### src/hw/rtl/cpu8_alu_with_flags_macros.svh
// Assertion macros for the 8-bit ALU block.
// Included by the RTL files that carry concurrent checks; needs no package.
`ifndef CPU8_ALU_WITH_FLAGS_MACROS_SVH
`define CPU8_ALU_WITH_FLAGS_MACROS_SVH

`ifndef SYNTHESIS
// Same-cycle implication check.
`define C8_ASSERT_SAME(label, clk, rst, ante, cons) \
  label: assert property (@(posedge clk) disable iff (rst) (ante) |-> (cons)) \
    else $error("c8alu same-cycle check failed");
// Next-cycle implication check.
`define C8_ASSERT_NEXT(label, clk, rst, ante, cons) \
  label: assert property (@(posedge clk) disable iff (rst) (ante) |=> (cons)) \
    else $error("c8alu next-cycle check failed");
`else
`define C8_ASSERT_SAME(label, clk, rst, ante, cons)
`define C8_ASSERT_NEXT(label, clk, rst, ante, cons)
`endif

`endif

### src/hw/rtl/c8alu_pkg.sv
// Shared types, command codes and constants of the 8-bit ALU block.
// No dependencies; used by every module.
package c8alu_pkg;

  localparam logic [4:0] CMD_ADD     = 5'd0;
  localparam logic [4:0] CMD_ADC     = 5'd1;
  localparam logic [4:0] CMD_SUB     = 5'd2;
  localparam logic [4:0] CMD_SBC     = 5'd3;
  localparam logic [4:0] CMD_AND     = 5'd4;
  localparam logic [4:0] CMD_OR      = 5'd5;
  localparam logic [4:0] CMD_XOR     = 5'd6;
  localparam logic [4:0] CMD_CP      = 5'd7;
  localparam logic [4:0] CMD_DAA     = 5'd8;
  localparam logic [4:0] CMD_CPL     = 5'd9;
  localparam logic [4:0] CMD_CCF     = 5'd10;
  localparam logic [4:0] CMD_SCF     = 5'd11;
  localparam logic [4:0] CMD_INC     = 5'd12;
  localparam logic [4:0] CMD_DEC     = 5'd13;
  localparam logic [4:0] CMD_RLC     = 5'd14;
  localparam logic [4:0] CMD_RRC     = 5'd15;
  localparam logic [4:0] CMD_RL      = 5'd16;
  localparam logic [4:0] CMD_RR      = 5'd17;
  localparam logic [4:0] CMD_SLA     = 5'd18;
  localparam logic [4:0] CMD_SRA     = 5'd19;
  localparam logic [4:0] CMD_SRL     = 5'd20;
  localparam logic [4:0] CMD_SWAP    = 5'd21;
  localparam logic [4:0] CMD_BIT     = 5'd22;
  localparam logic [4:0] CMD_RES     = 5'd23;
  localparam logic [4:0] CMD_SET     = 5'd24;
  localparam logic [4:0] CMD_ADD_HL  = 5'd25;
  localparam logic [4:0] CMD_ADD_SP  = 5'd26;
  localparam logic [4:0] CMD_INC_W   = 5'd27;
  localparam logic [4:0] CMD_DEC_W   = 5'd28;
  localparam logic [4:0] CMD_LOAD    = 5'd29;

  localparam logic [7:0] DAA_LIMIT   = 8'h99;
  localparam logic [7:0] DAA_HI_ADJ  = 8'h60;
  localparam logic [7:0] DAA_LO_ADJ  = 8'h06;
  localparam logic [3:0] DIGIT_MAX   = 4'h9;
  localparam logic [3:0] NIBBLE_MAX  = 4'hF;

  typedef struct packed {
    logic z;
    logic n;
    logic h;
    logic c;
  } flags_t;

  typedef struct packed {
    logic [4:0]  cmd;
    logic [7:0]  operand;
    logic [2:0]  bit_index;
    logic [15:0] word_base;
    logic [15:0] word_operand;
  } cmd_item_t;

  typedef struct packed {
    logic [7:0]  result_byte;
    logic [15:0] result_word;
    flags_t      flags;
  } result_item_t;

endpackage

### src/hw/rtl/c8alu_cmd_if.sv
// Command channel of the 8-bit ALU: valid/ready handshake plus command fields.
// Depends on nothing but the handshake convention (beat on valid and ready).
interface c8alu_cmd_if;
  logic        valid;
  logic        ready;
  logic [4:0]  cmd;
  logic [7:0]  operand;
  logic [2:0]  bit_index;
  logic [15:0] word_base;
  logic [15:0] word_operand;

  modport source (output valid, cmd, operand, bit_index, word_base, word_operand,
                  input ready);
  modport sink   (input valid, cmd, operand, bit_index, word_base, word_operand,
                  output ready);
endinterface

### src/hw/rtl/c8alu_res_if.sv
// Result channel of the 8-bit ALU: valid/ready handshake plus result fields.
// Depends on nothing but the handshake convention (beat on valid and ready).
interface c8alu_res_if;
  logic        valid;
  logic        ready;
  logic [7:0]  result_byte;
  logic [15:0] result_word;
  logic        zero_flag;
  logic        subtract_flag;
  logic        half_carry_flag;
  logic        carry_flag;

  modport source (output valid, result_byte, result_word, zero_flag, subtract_flag,
                  half_carry_flag, carry_flag, input ready);
  modport sink   (input valid, result_byte, result_word, zero_flag, subtract_flag,
                  half_carry_flag, carry_flag, output ready);
endinterface

### src/hw/rtl/c8alu_in_stage.sv
// Input register of the 8-bit ALU: captures one command beat per cycle while not stalled.
// Depends on c8alu_pkg and c8alu_cmd_if.
module c8alu_in_stage (
  input  logic                  clk,
  input  logic                  rst,
  c8alu_cmd_if.sink             request,
  input  logic                  advance,
  output logic                  valid,
  output c8alu_pkg::cmd_item_t  item
);
  import c8alu_pkg::*;

  // The stage refills whenever it is empty or its item moves on this cycle.
  assign request.ready = advance || !valid;

  always_ff @(posedge clk) begin
    if (rst) begin
      valid <= 1'b0;
    end else if (request.ready) begin
      valid <= request.valid;
    end
  end

  always_ff @(posedge clk) begin
    if (request.ready && request.valid) begin
      item.cmd          <= request.cmd;
      item.operand      <= request.operand;
      item.bit_index    <= request.bit_index;
      item.word_base    <= request.word_base;
      item.word_operand <= request.word_operand;
    end
  end
endmodule

### src/hw/rtl/c8alu_exec.sv
// Execute logic of the 8-bit ALU: holds the accumulator and flags and
// computes one result per command. Depends on c8alu_pkg and the macro header.
`include "cpu8_alu_with_flags_macros.svh"

module c8alu_exec (
  input  logic                     clk,
  input  logic                     rst,
  input  logic                     valid,
  input  logic                     advance,
  input  c8alu_pkg::cmd_item_t     item,
  output c8alu_pkg::result_item_t  result
);
  import c8alu_pkg::*;

  logic [7:0] acc;
  flags_t     flags;
  logic [7:0] acc_next;
  flags_t     flags_next;
  logic       acc_we;

  logic [7:0]  op;
  logic        add_cin;
  logic        sub_cin;
  logic [8:0]  add_sum;
  logic [4:0]  add_nib;
  logic [8:0]  sub_diff;
  logic [4:0]  sub_nib;
  logic        daa_c;
  logic        daa_lo;
  logic [7:0]  daa_hi;
  logic [7:0]  daa_add;
  logic [7:0]  daa_sub;
  logic [7:0]  bit_mask;
  logic [16:0] hl_sum;
  logic [12:0] hl_low;
  logic [15:0] sp_sum;
  logic [4:0]  sp_nib;
  logic [8:0]  sp_low;
  logic [7:0]  rb;
  logic [15:0] rw;

  assign op      = item.operand;
  assign add_cin = (item.cmd == CMD_ADC) && flags.c;
  assign sub_cin = (item.cmd == CMD_SBC) && flags.c;

  assign add_sum  = {1'b0, acc} + {1'b0, op} + {8'b0, add_cin};
  assign add_nib  = {1'b0, acc[3:0]} + {1'b0, op[3:0]} + {4'b0, add_cin};
  // A borrow shows up as the sign bit of the one-bit-wider difference.
  assign sub_diff = {1'b0, acc} - {1'b0, op} - {8'b0, sub_cin};
  assign sub_nib  = {1'b0, acc[3:0]} - {1'b0, op[3:0]} - {4'b0, sub_cin};

  assign daa_c   = flags.c || (acc > DAA_LIMIT);
  assign daa_hi  = acc + (daa_c ? DAA_HI_ADJ : 8'h00);
  assign daa_lo  = flags.h || (acc[3:0] > DIGIT_MAX);
  assign daa_add = daa_hi + (daa_lo ? DAA_LO_ADJ : 8'h00);
  assign daa_sub = acc - (flags.c ? DAA_HI_ADJ : 8'h00) - (flags.h ? DAA_LO_ADJ : 8'h00);

  assign bit_mask = 8'b1 << item.bit_index;

  assign hl_sum = {1'b0, item.word_base} + {1'b0, item.word_operand};
  assign hl_low = {1'b0, item.word_base[11:0]} + {1'b0, item.word_operand[11:0]};
  assign sp_sum = item.word_base + {{8{op[7]}}, op};
  assign sp_nib = {1'b0, item.word_base[3:0]} + {1'b0, op[3:0]};
  assign sp_low = {1'b0, item.word_base[7:0]} + {1'b0, op};

  always_comb begin
    rb         = acc;
    rw         = 16'h0000;
    flags_next = flags;
    acc_we     = 1'b0;
    case (item.cmd)
      CMD_ADD, CMD_ADC: begin
        rb         = add_sum[7:0];
        flags_next = '{z: (add_sum[7:0] == 8'h00), n: 1'b0, h: add_nib[4], c: add_sum[8]};
        acc_we     = 1'b1;
      end
      CMD_SUB, CMD_SBC, CMD_CP: begin
        flags_next = '{z: (sub_diff[7:0] == 8'h00), n: 1'b1, h: sub_nib[4], c: sub_diff[8]};
        if (item.cmd != CMD_CP) begin
          rb     = sub_diff[7:0];
          acc_we = 1'b1;
        end
      end
      CMD_AND, CMD_OR, CMD_XOR: begin
        if (item.cmd == CMD_AND) begin
          rb = acc & op;
        end else if (item.cmd == CMD_OR) begin
          rb = acc | op;
        end else begin
          rb = acc ^ op;
        end
        flags_next = '{z: (rb == 8'h00), n: 1'b0, h: (item.cmd == CMD_AND), c: 1'b0};
        acc_we     = 1'b1;
      end
      CMD_DAA: begin
        // Subtraction keeps the carry; addition may only set it.
        rb           = flags.n ? daa_sub : daa_add;
        flags_next.z = (rb == 8'h00);
        flags_next.h = 1'b0;
        flags_next.c = flags.n ? flags.c : daa_c;
        acc_we       = 1'b1;
      end
      CMD_CPL: begin
        rb           = ~acc;
        flags_next.n = 1'b1;
        flags_next.h = 1'b1;
        acc_we       = 1'b1;
      end
      CMD_CCF: begin
        flags_next.n = 1'b0;
        flags_next.h = 1'b0;
        flags_next.c = !flags.c;
      end
      CMD_SCF: begin
        flags_next.n = 1'b0;
        flags_next.h = 1'b0;
        flags_next.c = 1'b1;
      end
      CMD_INC: begin
        rb           = op + 8'h01;
        flags_next.z = (rb == 8'h00);
        flags_next.n = 1'b0;
        flags_next.h = (op[3:0] == NIBBLE_MAX);
      end
      CMD_DEC: begin
        rb           = op - 8'h01;
        flags_next.z = (rb == 8'h00);
        flags_next.n = 1'b1;
        flags_next.h = (op[3:0] == 4'h0);
      end
      CMD_RLC: begin
        rb         = {op[6:0], op[7]};
        flags_next = '{z: (rb == 8'h00), n: 1'b0, h: 1'b0, c: op[7]};
      end
      CMD_RRC: begin
        rb         = {op[0], op[7:1]};
        flags_next = '{z: (rb == 8'h00), n: 1'b0, h: 1'b0, c: op[0]};
      end
      CMD_RL: begin
        rb         = {op[6:0], flags.c};
        flags_next = '{z: (rb == 8'h00), n: 1'b0, h: 1'b0, c: op[7]};
      end
      CMD_RR: begin
        rb         = {flags.c, op[7:1]};
        flags_next = '{z: (rb == 8'h00), n: 1'b0, h: 1'b0, c: op[0]};
      end
      CMD_SLA: begin
        rb         = {op[6:0], 1'b0};
        flags_next = '{z: (rb == 8'h00), n: 1'b0, h: 1'b0, c: op[7]};
      end
      CMD_SRA: begin
        rb         = {op[7], op[7:1]};
        flags_next = '{z: (rb == 8'h00), n: 1'b0, h: 1'b0, c: op[0]};
      end
      CMD_SRL: begin
        rb         = {1'b0, op[7:1]};
        flags_next = '{z: (rb == 8'h00), n: 1'b0, h: 1'b0, c: op[0]};
      end
      CMD_SWAP: begin
        rb         = {op[3:0], op[7:4]};
        flags_next = '{z: (rb == 8'h00), n: 1'b0, h: 1'b0, c: 1'b0};
      end
      CMD_BIT: begin
        rb           = op;
        flags_next.z = !op[item.bit_index];
        flags_next.n = 1'b0;
        flags_next.h = 1'b1;
      end
      CMD_RES: begin
        rb = op & ~bit_mask;
      end
      CMD_SET: begin
        rb = op | bit_mask;
      end
      CMD_ADD_HL: begin
        rw           = hl_sum[15:0];
        flags_next.n = 1'b0;
        flags_next.h = hl_low[12];
        flags_next.c = hl_sum[16];
      end
      CMD_ADD_SP: begin
        // Flags come from the unsigned add of the low byte.
        rw         = sp_sum;
        flags_next = '{z: 1'b0, n: 1'b0, h: sp_nib[4], c: sp_low[8]};
      end
      CMD_INC_W: begin
        rw = item.word_base + 16'h0001;
      end
      CMD_DEC_W: begin
        rw = item.word_base - 16'h0001;
      end
      CMD_LOAD: begin
        rb         = item.word_operand[15:8];
        flags_next = flags_t'(item.word_operand[7:4]);
        acc_we     = 1'b1;
      end
      default: begin
        rb = acc;
      end
    endcase
  end

  assign acc_next = acc_we ? rb : acc;

  always_ff @(posedge clk) begin
    if (rst) begin
      acc   <= 8'h00;
      flags <= '0;
    end else if (valid && advance) begin
      acc   <= acc_next;
      flags <= flags_next;
    end
  end

  assign result.result_byte = rb;
  assign result.result_word = rw;
  assign result.flags       = flags_next;

  `C8_ASSERT_NEXT(state_holds_when_idle, clk, rst, !(valid && advance), $stable(acc) && $stable(flags))
  `C8_ASSERT_NEXT(load_sets_state, clk, rst, valid && advance && item.cmd == CMD_LOAD, acc == $past(item.word_operand[15:8]) && flags == $past(item.word_operand[7:4]))
  `C8_ASSERT_NEXT(compare_keeps_acc, clk, rst, valid && advance && item.cmd == CMD_CP, acc == $past(acc))
endmodule

### src/hw/rtl/c8alu_out_stage.sv
// Result register of the 8-bit ALU: holds a finished result until taken.
// Depends on c8alu_pkg and c8alu_res_if.
module c8alu_out_stage (
  input  logic                     clk,
  input  logic                     rst,
  input  logic                     valid,
  input  c8alu_pkg::result_item_t  result,
  output logic                     advance,
  c8alu_res_if.source              response
);
  import c8alu_pkg::*;

  result_item_t held;

  // The register may load when empty or when its beat leaves this cycle.
  assign advance = !response.valid || response.ready;

  always_ff @(posedge clk) begin
    if (rst) begin
      response.valid <= 1'b0;
    end else if (advance) begin
      response.valid <= valid;
    end
  end

  always_ff @(posedge clk) begin
    if (advance && valid) begin
      held <= result;
    end
  end

  assign response.result_byte     = held.result_byte;
  assign response.result_word     = held.result_word;
  assign response.zero_flag       = held.flags.z;
  assign response.subtract_flag   = held.flags.n;
  assign response.half_carry_flag = held.flags.h;
  assign response.carry_flag      = held.flags.c;
endmodule

### src/hw/rtl/cpu8_alu_with_flags.sv
// 8-bit CPU ALU with accumulator and Z, N, H, C flags.
// Commands arrive on the request channel, one beat per command; each command
// produces exactly one result beat on the response channel, in order.
// Both channels use valid/ready; a beat moves when both are high.
// A command is held in one input register, runs through the
// combinational execute logic, and its result is held in one result
// register, which drives the response channel.
// Throughput: one command per cycle when not stalled. The accumulator and
// flags are updated in the same cycle the command passes the execute logic,
// so back-to-back commands see each other's results without a bubble.
// Reset (rst, synchronous) clears the accumulator, all flags and the valid
// bits of both pipeline registers; their data is not reset.
// When the receiver holds ready low, the result register keeps its beat and
// the input register still takes one more command if empty; then request.ready
// drops until the response channel drains.
// Depends on c8alu_pkg, the two channel interfaces and the macro header.
`include "cpu8_alu_with_flags_macros.svh"

module cpu8_alu_with_flags (
  input  logic         clk,
  input  logic         rst,
  c8alu_cmd_if.sink    request,
  c8alu_res_if.source  response
);
  import c8alu_pkg::*;

  logic         s1_valid;
  logic         advance;
  cmd_item_t    s1_item;
  result_item_t s1_result;

  c8alu_in_stage u_in (
    .clk     (clk),
    .rst     (rst),
    .request (request),
    .advance (advance),
    .valid   (s1_valid),
    .item    (s1_item)
  );

  c8alu_exec u_exec (
    .clk     (clk),
    .rst     (rst),
    .valid   (s1_valid),
    .advance (advance),
    .item    (s1_item),
    .result  (s1_result)
  );

  c8alu_out_stage u_out (
    .clk      (clk),
    .rst      (rst),
    .valid    (s1_valid),
    .result   (s1_result),
    .advance  (advance),
    .response (response)
  );

  `C8_ASSERT_SAME(stall_means_full, clk, rst, !request.ready, s1_valid && response.valid && !response.ready)
  `C8_ASSERT_SAME(result_has_source, clk, rst, $rose(response.valid), $past(s1_valid))
endmodule
### src/flat_wrapper.sv
// flat-port wrapper written by rule: the top's interface ports become plain ports
module cpu8_alu_with_flags_flat import c8alu_pkg::*;
  (clk, rst, request_valid, request_cmd, request_operand, request_bit_index, request_word_base, request_word_operand, request_ready, response_valid, response_result_byte, response_result_word, response_zero_flag, response_subtract_flag, response_half_carry_flag, response_carry_flag, response_ready);
  c8alu_cmd_if request_i ();
  c8alu_res_if response_i ();
  input  logic clk;
  input  logic rst;
  input wire logic [$bits(request_i.valid)-1:0] request_valid;
  input wire logic [$bits(request_i.cmd)-1:0] request_cmd;
  input wire logic [$bits(request_i.operand)-1:0] request_operand;
  input wire logic [$bits(request_i.bit_index)-1:0] request_bit_index;
  input wire logic [$bits(request_i.word_base)-1:0] request_word_base;
  input wire logic [$bits(request_i.word_operand)-1:0] request_word_operand;
  output wire logic [$bits(request_i.ready)-1:0] request_ready;
  output wire logic [$bits(response_i.valid)-1:0] response_valid;
  output wire logic [$bits(response_i.result_byte)-1:0] response_result_byte;
  output wire logic [$bits(response_i.result_word)-1:0] response_result_word;
  output wire logic [$bits(response_i.zero_flag)-1:0] response_zero_flag;
  output wire logic [$bits(response_i.subtract_flag)-1:0] response_subtract_flag;
  output wire logic [$bits(response_i.half_carry_flag)-1:0] response_half_carry_flag;
  output wire logic [$bits(response_i.carry_flag)-1:0] response_carry_flag;
  input wire logic [$bits(response_i.ready)-1:0] response_ready;
  assign request_i.valid = request_valid;
  assign request_i.cmd = request_cmd;
  assign request_i.operand = request_operand;
  assign request_i.bit_index = request_bit_index;
  assign request_i.word_base = request_word_base;
  assign request_i.word_operand = request_word_operand;
  assign request_ready = request_i.ready;
  assign response_valid = response_i.valid;
  assign response_result_byte = response_i.result_byte;
  assign response_result_word = response_i.result_word;
  assign response_zero_flag = response_i.zero_flag;
  assign response_subtract_flag = response_i.subtract_flag;
  assign response_half_carry_flag = response_i.half_carry_flag;
  assign response_carry_flag = response_i.carry_flag;
  assign response_i.ready = response_ready;
  cpu8_alu_with_flags u_core (.clk(clk), .rst(rst), .request(request_i), .response(response_i));
endmodule
### config.mk
export PLATFORM = sky130hd
export DESIGN_NAME = cpu8_alu_with_flags_flat
export DESIGN_NICKNAME = d
export VERILOG_FILES = /design/src/hw/rtl/c8alu_pkg.sv /design/src/hw/rtl/c8alu_cmd_if.sv /design/src/hw/rtl/c8alu_res_if.sv /design/src/hw/rtl/c8alu_in_stage.sv /design/src/hw/rtl/c8alu_exec.sv /design/src/hw/rtl/c8alu_out_stage.sv /design/src/hw/rtl/cpu8_alu_with_flags.sv /design/src/flat_wrapper.sv
export VERILOG_INCLUDE_DIRS = /design/src /design/src/hw/rtl
export SDC_FILE = /design/constraint.sdc
export NUM_CORES = 1
export LEC_CHECK = 0
export BUFFER_PORTS_ARGS = -buffer_cell sky130_fd_sc_hd__buf_2
export CORE_MARGIN = 2
export CORE_UTILIZATION = 55
export DETAILED_ROUTE_END_ITERATION = 10
export PLACE_DENSITY = 0.85
export RECOVER_POWER = 100
export SLEW_MARGIN = 25
export SYNTH_ARGS = -nofsm -noshare
export SYNTH_HDL_FRONTEND = slang
export SYNTH_SLANG_ARGS = --single-unit
### constraint.sdc
create_clock -name clk -period 3.5 [get_ports clk]
set_input_delay 0.7 -clock clk [delete_from_list [all_inputs] [get_ports clk]]
set_output_delay 0.7 -clock clk [all_outputs]
set_load 0.02 [all_outputs]
==> qor.csv <==
metric;value;unit
Avg WL per Cell;22.42;um
status;finished with violations;
share of layout cells above drive strength 1;0.1783;
Clk Latency, worst-skew pair;360;ps
placed inst area;9743;sq um
max-cap viol count;2;
I/O pin count;82;
CTS buffer count;9;
Ys Warns;0;
Final Setup Violations;0;
CP Capture Type;register;
Initial Util;0.5658;
RePlAce Congestion;1.045;
clk_skew;8.832;ps
Synth Instances;985;
PortBufs;81;
core footprint;15310;sq um
Root Buffer;clkbuf_16;
Critical R2R Launch;u_core.u_in.item[46];
CTS tree;yes;
DRC violations left;0;
final worst setup slack;121.8;ps
Max-Slew Margin vs Limit;-0.2654;
Routed Antenna Nets;0;
part of the Yosys area used for sequential elements;0.2957;
Final period util;0.9652;
initial antenna violation count;0;
Peak Freq;296.0;MHz
Post-Route Utilization;0.6570;
diodes inserted;0;
Hold Path Sink;u_core.u_out.response.valid;
H-tree depth;3;
post-synthesis register bit count;90;
first-pass GRT wire length;45570;um
Design Power;3.395;mW
Hold Path Depth;2;
Area Growth Syn to Fin;16.11;%
HPWL Detailed;23030;um
Die ar.;16780;sq um
syn_area_per_cell;8.798;sq um
Reg clk slew, reported paths;70;ps
Worst Tran Pin Value;1897;ps
clk sinks;90;
Hold WC Path Type;reg2reg;
Final Cell Area;10060;sq um
final hold vios;0;
DRT iter0 DRCs;1189;
FFs w/ async S/R, synth;0;
total congestion overflow;0;
Routed WL;29760;um
Die Y;129.5;um
vias per cell;6.631;
Pleak;4.039;nW
fin. max-slew vios;47;
Post-CTS Hold Buffers;0;
Synth Cell Area;8666;sq um
R2R cell count;14;
dpl ws;41.14;ps
failing checks;capacitance limit, slew limit;
CP Launch Type;register;
Global Route Usage Sum;0.3547;
min-delay src;u_core.u_in.valid;
IR drop worst, VDD;0.0002478;V
Longest Clk Path Bufs;2;
worst path required time;3580;ps
Syn Nets;1133;
worst flop-to-flop path endpoint;u_core.u_out.response.result_word[14];
Row Count;45;
ys flop type;edfxtp_1;
fin nets;1259;
CP arrival;3450;ps
Pre-antenna DRT Iters;5;
crit path max fanout;14;
via count;8799;
die width;129.5;um
Power Density;337.4;nW/um^2
vias in the first global route;8227;
Distinct cells, synth;92;
r2r setup slk;120;ps
EDFF count, synth;76;
min Tclk post-route;3378;ps
WS Path Type;reg2reg;
largest net degree at the start of global routing;34;
## cell usage after synthesis, types with 5 or more instances
cell type	instances	area share
nand2_1	80	0.035
mux2i_1	8	0.0092
clkbuf_1	24	0.010
nand4_1	12	0.0087
o22ai_1	18	0.013
a22oi_1	8	0.0069
or3_1	15	0.011
fa_1	7	0.016
nand2b_1	14	0.010
nor3_1	32	0.018
xnor2_1	24	0.024
a31oi_1	8	0.0058
nand3_1	30	0.017
edfxtp_1	76	0.26
a211oi_1	20	0.017
and3_1	7	0.0051
and2_1	7	0.0051
dfxtp_1	14	0.032
a221oi_1	6	0.0061
o211ai_1	15	0.013
a21o_1	13	0.011
o221ai_1	5	0.0051
buf_2	21	0.012
nor2_1	81	0.035
ha_1	89	0.13
nor2b_1	15	0.011
xor2_1	27	0.027
o21a_1	14	0.012
a21oi_1	76	0.044
nor3b_1	8	0.0069
o21ai_0	47	0.027
inv_1	40	0.017
## final cells by class
class,count,area (sq um)
multi-input cells,803,5824
clock inverters,5,32.53
inverters,41,153.9
fillers,1268,5253
repair buffers,166,991.0
well taps,211,264.0
clock buffers,11,232.7
flip-flops and latches,90,2564
## stage by stage
stage               TNS [ps]  hold slack (ps)  std cells
floorplan                  0            477.8        985
finish                     0            509.3       1327
global route          -7.897            513.1       1327
detailed placement         0            501.6       1310
CTS                        0            511.2       1326
global placement           0            502.7       1310
## report_power, final
group | total [mW] | switching (mW) | internal [mW]
Combinational | 1.20 | 0.718 | 0.479
Sequential | 1.30 | 0.0590 | 1.24
Clock | 0.897 | 0.417 | 0.480
Total | 3.39 | 1.19 | 2.20
## layer usage
layer | share of wire | routed length [um] | GRT usage
met1 | 0.42 | 12410 | 0.4934
met2 | 0.43 | 12700 | 0.5337
met3 | 0.11 | 3323 | 0.08216
met4 | 0.044 | 1322 | 0.1461
met5 | 0 | 0 | 0
## critical path, stage by stage (launching register included)
cell and delay (ps):
edfxtp_1 370, buf_4 210, nor2b_1 210, and4_4 310
or3_1 130, ha_1 150, inv_1 50, fa_1 420
a21oi_2 220, o2111ai_2 230, nand3_1 160, nand3_1 90
a31oi_1 240, xor2_1 200, o22ai_1 90
## placed cells by master, fill, tap and decap left out, types with 5 or more instances in the layout
cell       count
xnor2_1       24
buf_2         46
and3_1         7
edfxtp_1      76
a21oi_1       71
a211oi_1      20
nand2b_1      14
nor2b_1       15
nor3_1        28
mux2i_1        8
o21a_1        14
a31oi_1        7
nand3_1       29
clkbuf_1      38
a21oi_2        6
a21o_1        13
nand4_1       12
inv_1         40
nor2_1        80
a221oi_1       6
o221ai_1       5
o21ai_0       44
buf_4         82
nand2_1       80
clkbuf_16      9
dfxtp_1       13
and2_1         6
o211ai_1      15
o21ai_1        5
nor3b_1        7
nor3_2         6
a22oi_1        8
or3_1         14
fa_1           5
xor2_1        26
ha_1          89
o22ai_1       18
## logic make-up after synthesis
logic type | Yosys count | share of synthesized area
AO/OA/AOI/OAI | 306 | 0.2439
AND/OR/NAND/NOR | 340 | 0.2047
multiplexers | 10 | 0.01444
flip-flops | 90 | 0.2957
adder cells (fa/ha/maj) | 96 | 0.1447
buffers and inverters | 92 | 0.04505
XOR/XNOR | 51 | 0.05155
## timing repair
item	in CTS	in global routing
pin swaps	0	3
endpoints found under the setup margin	2	18
resized for setup	1	27
buffers inserted	0	1
## worst max-delay path by stage
stage / startpoint / slack (ps) / endpoint / cells past startpoint
after global placement: u_core.u_in.item[46] / 80 / u_core.u_out.response.half_carry_flag / 12
after CTS: u_core.u_in.item[46] / 4 / u_core.u_out.response.half_carry_flag / 12
final: u_core.u_in.item[46] / 120 / u_core.u_out.response.result_word[14] / 14
after floorplan: u_core.u_in.item[43] / 10 / u_core.u_out.response.half_carry_flag / 14
after detailed placement: u_core.u_in.item[46] / 40 / u_core.u_out.response.half_carry_flag / 12
after global routing: u_core.u_in.item[46] / -8 / u_core.u_out.response.result_word[7] / 12
## flip-flops by register name (all words and copies together), names as in the netlist
| register | flops |
|---|---|
| u_core.u_out.response.result_byte | 8 |
| u_core.u_exec.flags | 4 |
| u_core.u_in.item | 48 |
| u_core.u_exec.acc | 8 |
| u_core.u_out.response.carry_flag | 1 |
| u_core.u_out.response.subtract_flag | 1 |
| u_core.u_out.response.zero_flag | 1 |
| u_core.u_out.response.half_carry_flag | 1 |
| u_core.u_in.valid | 1 |
| u_core.u_out.response.result_word | 16 |
| u_core.u_out.response.valid | 1 |
(Power assumes the default switching activity.)
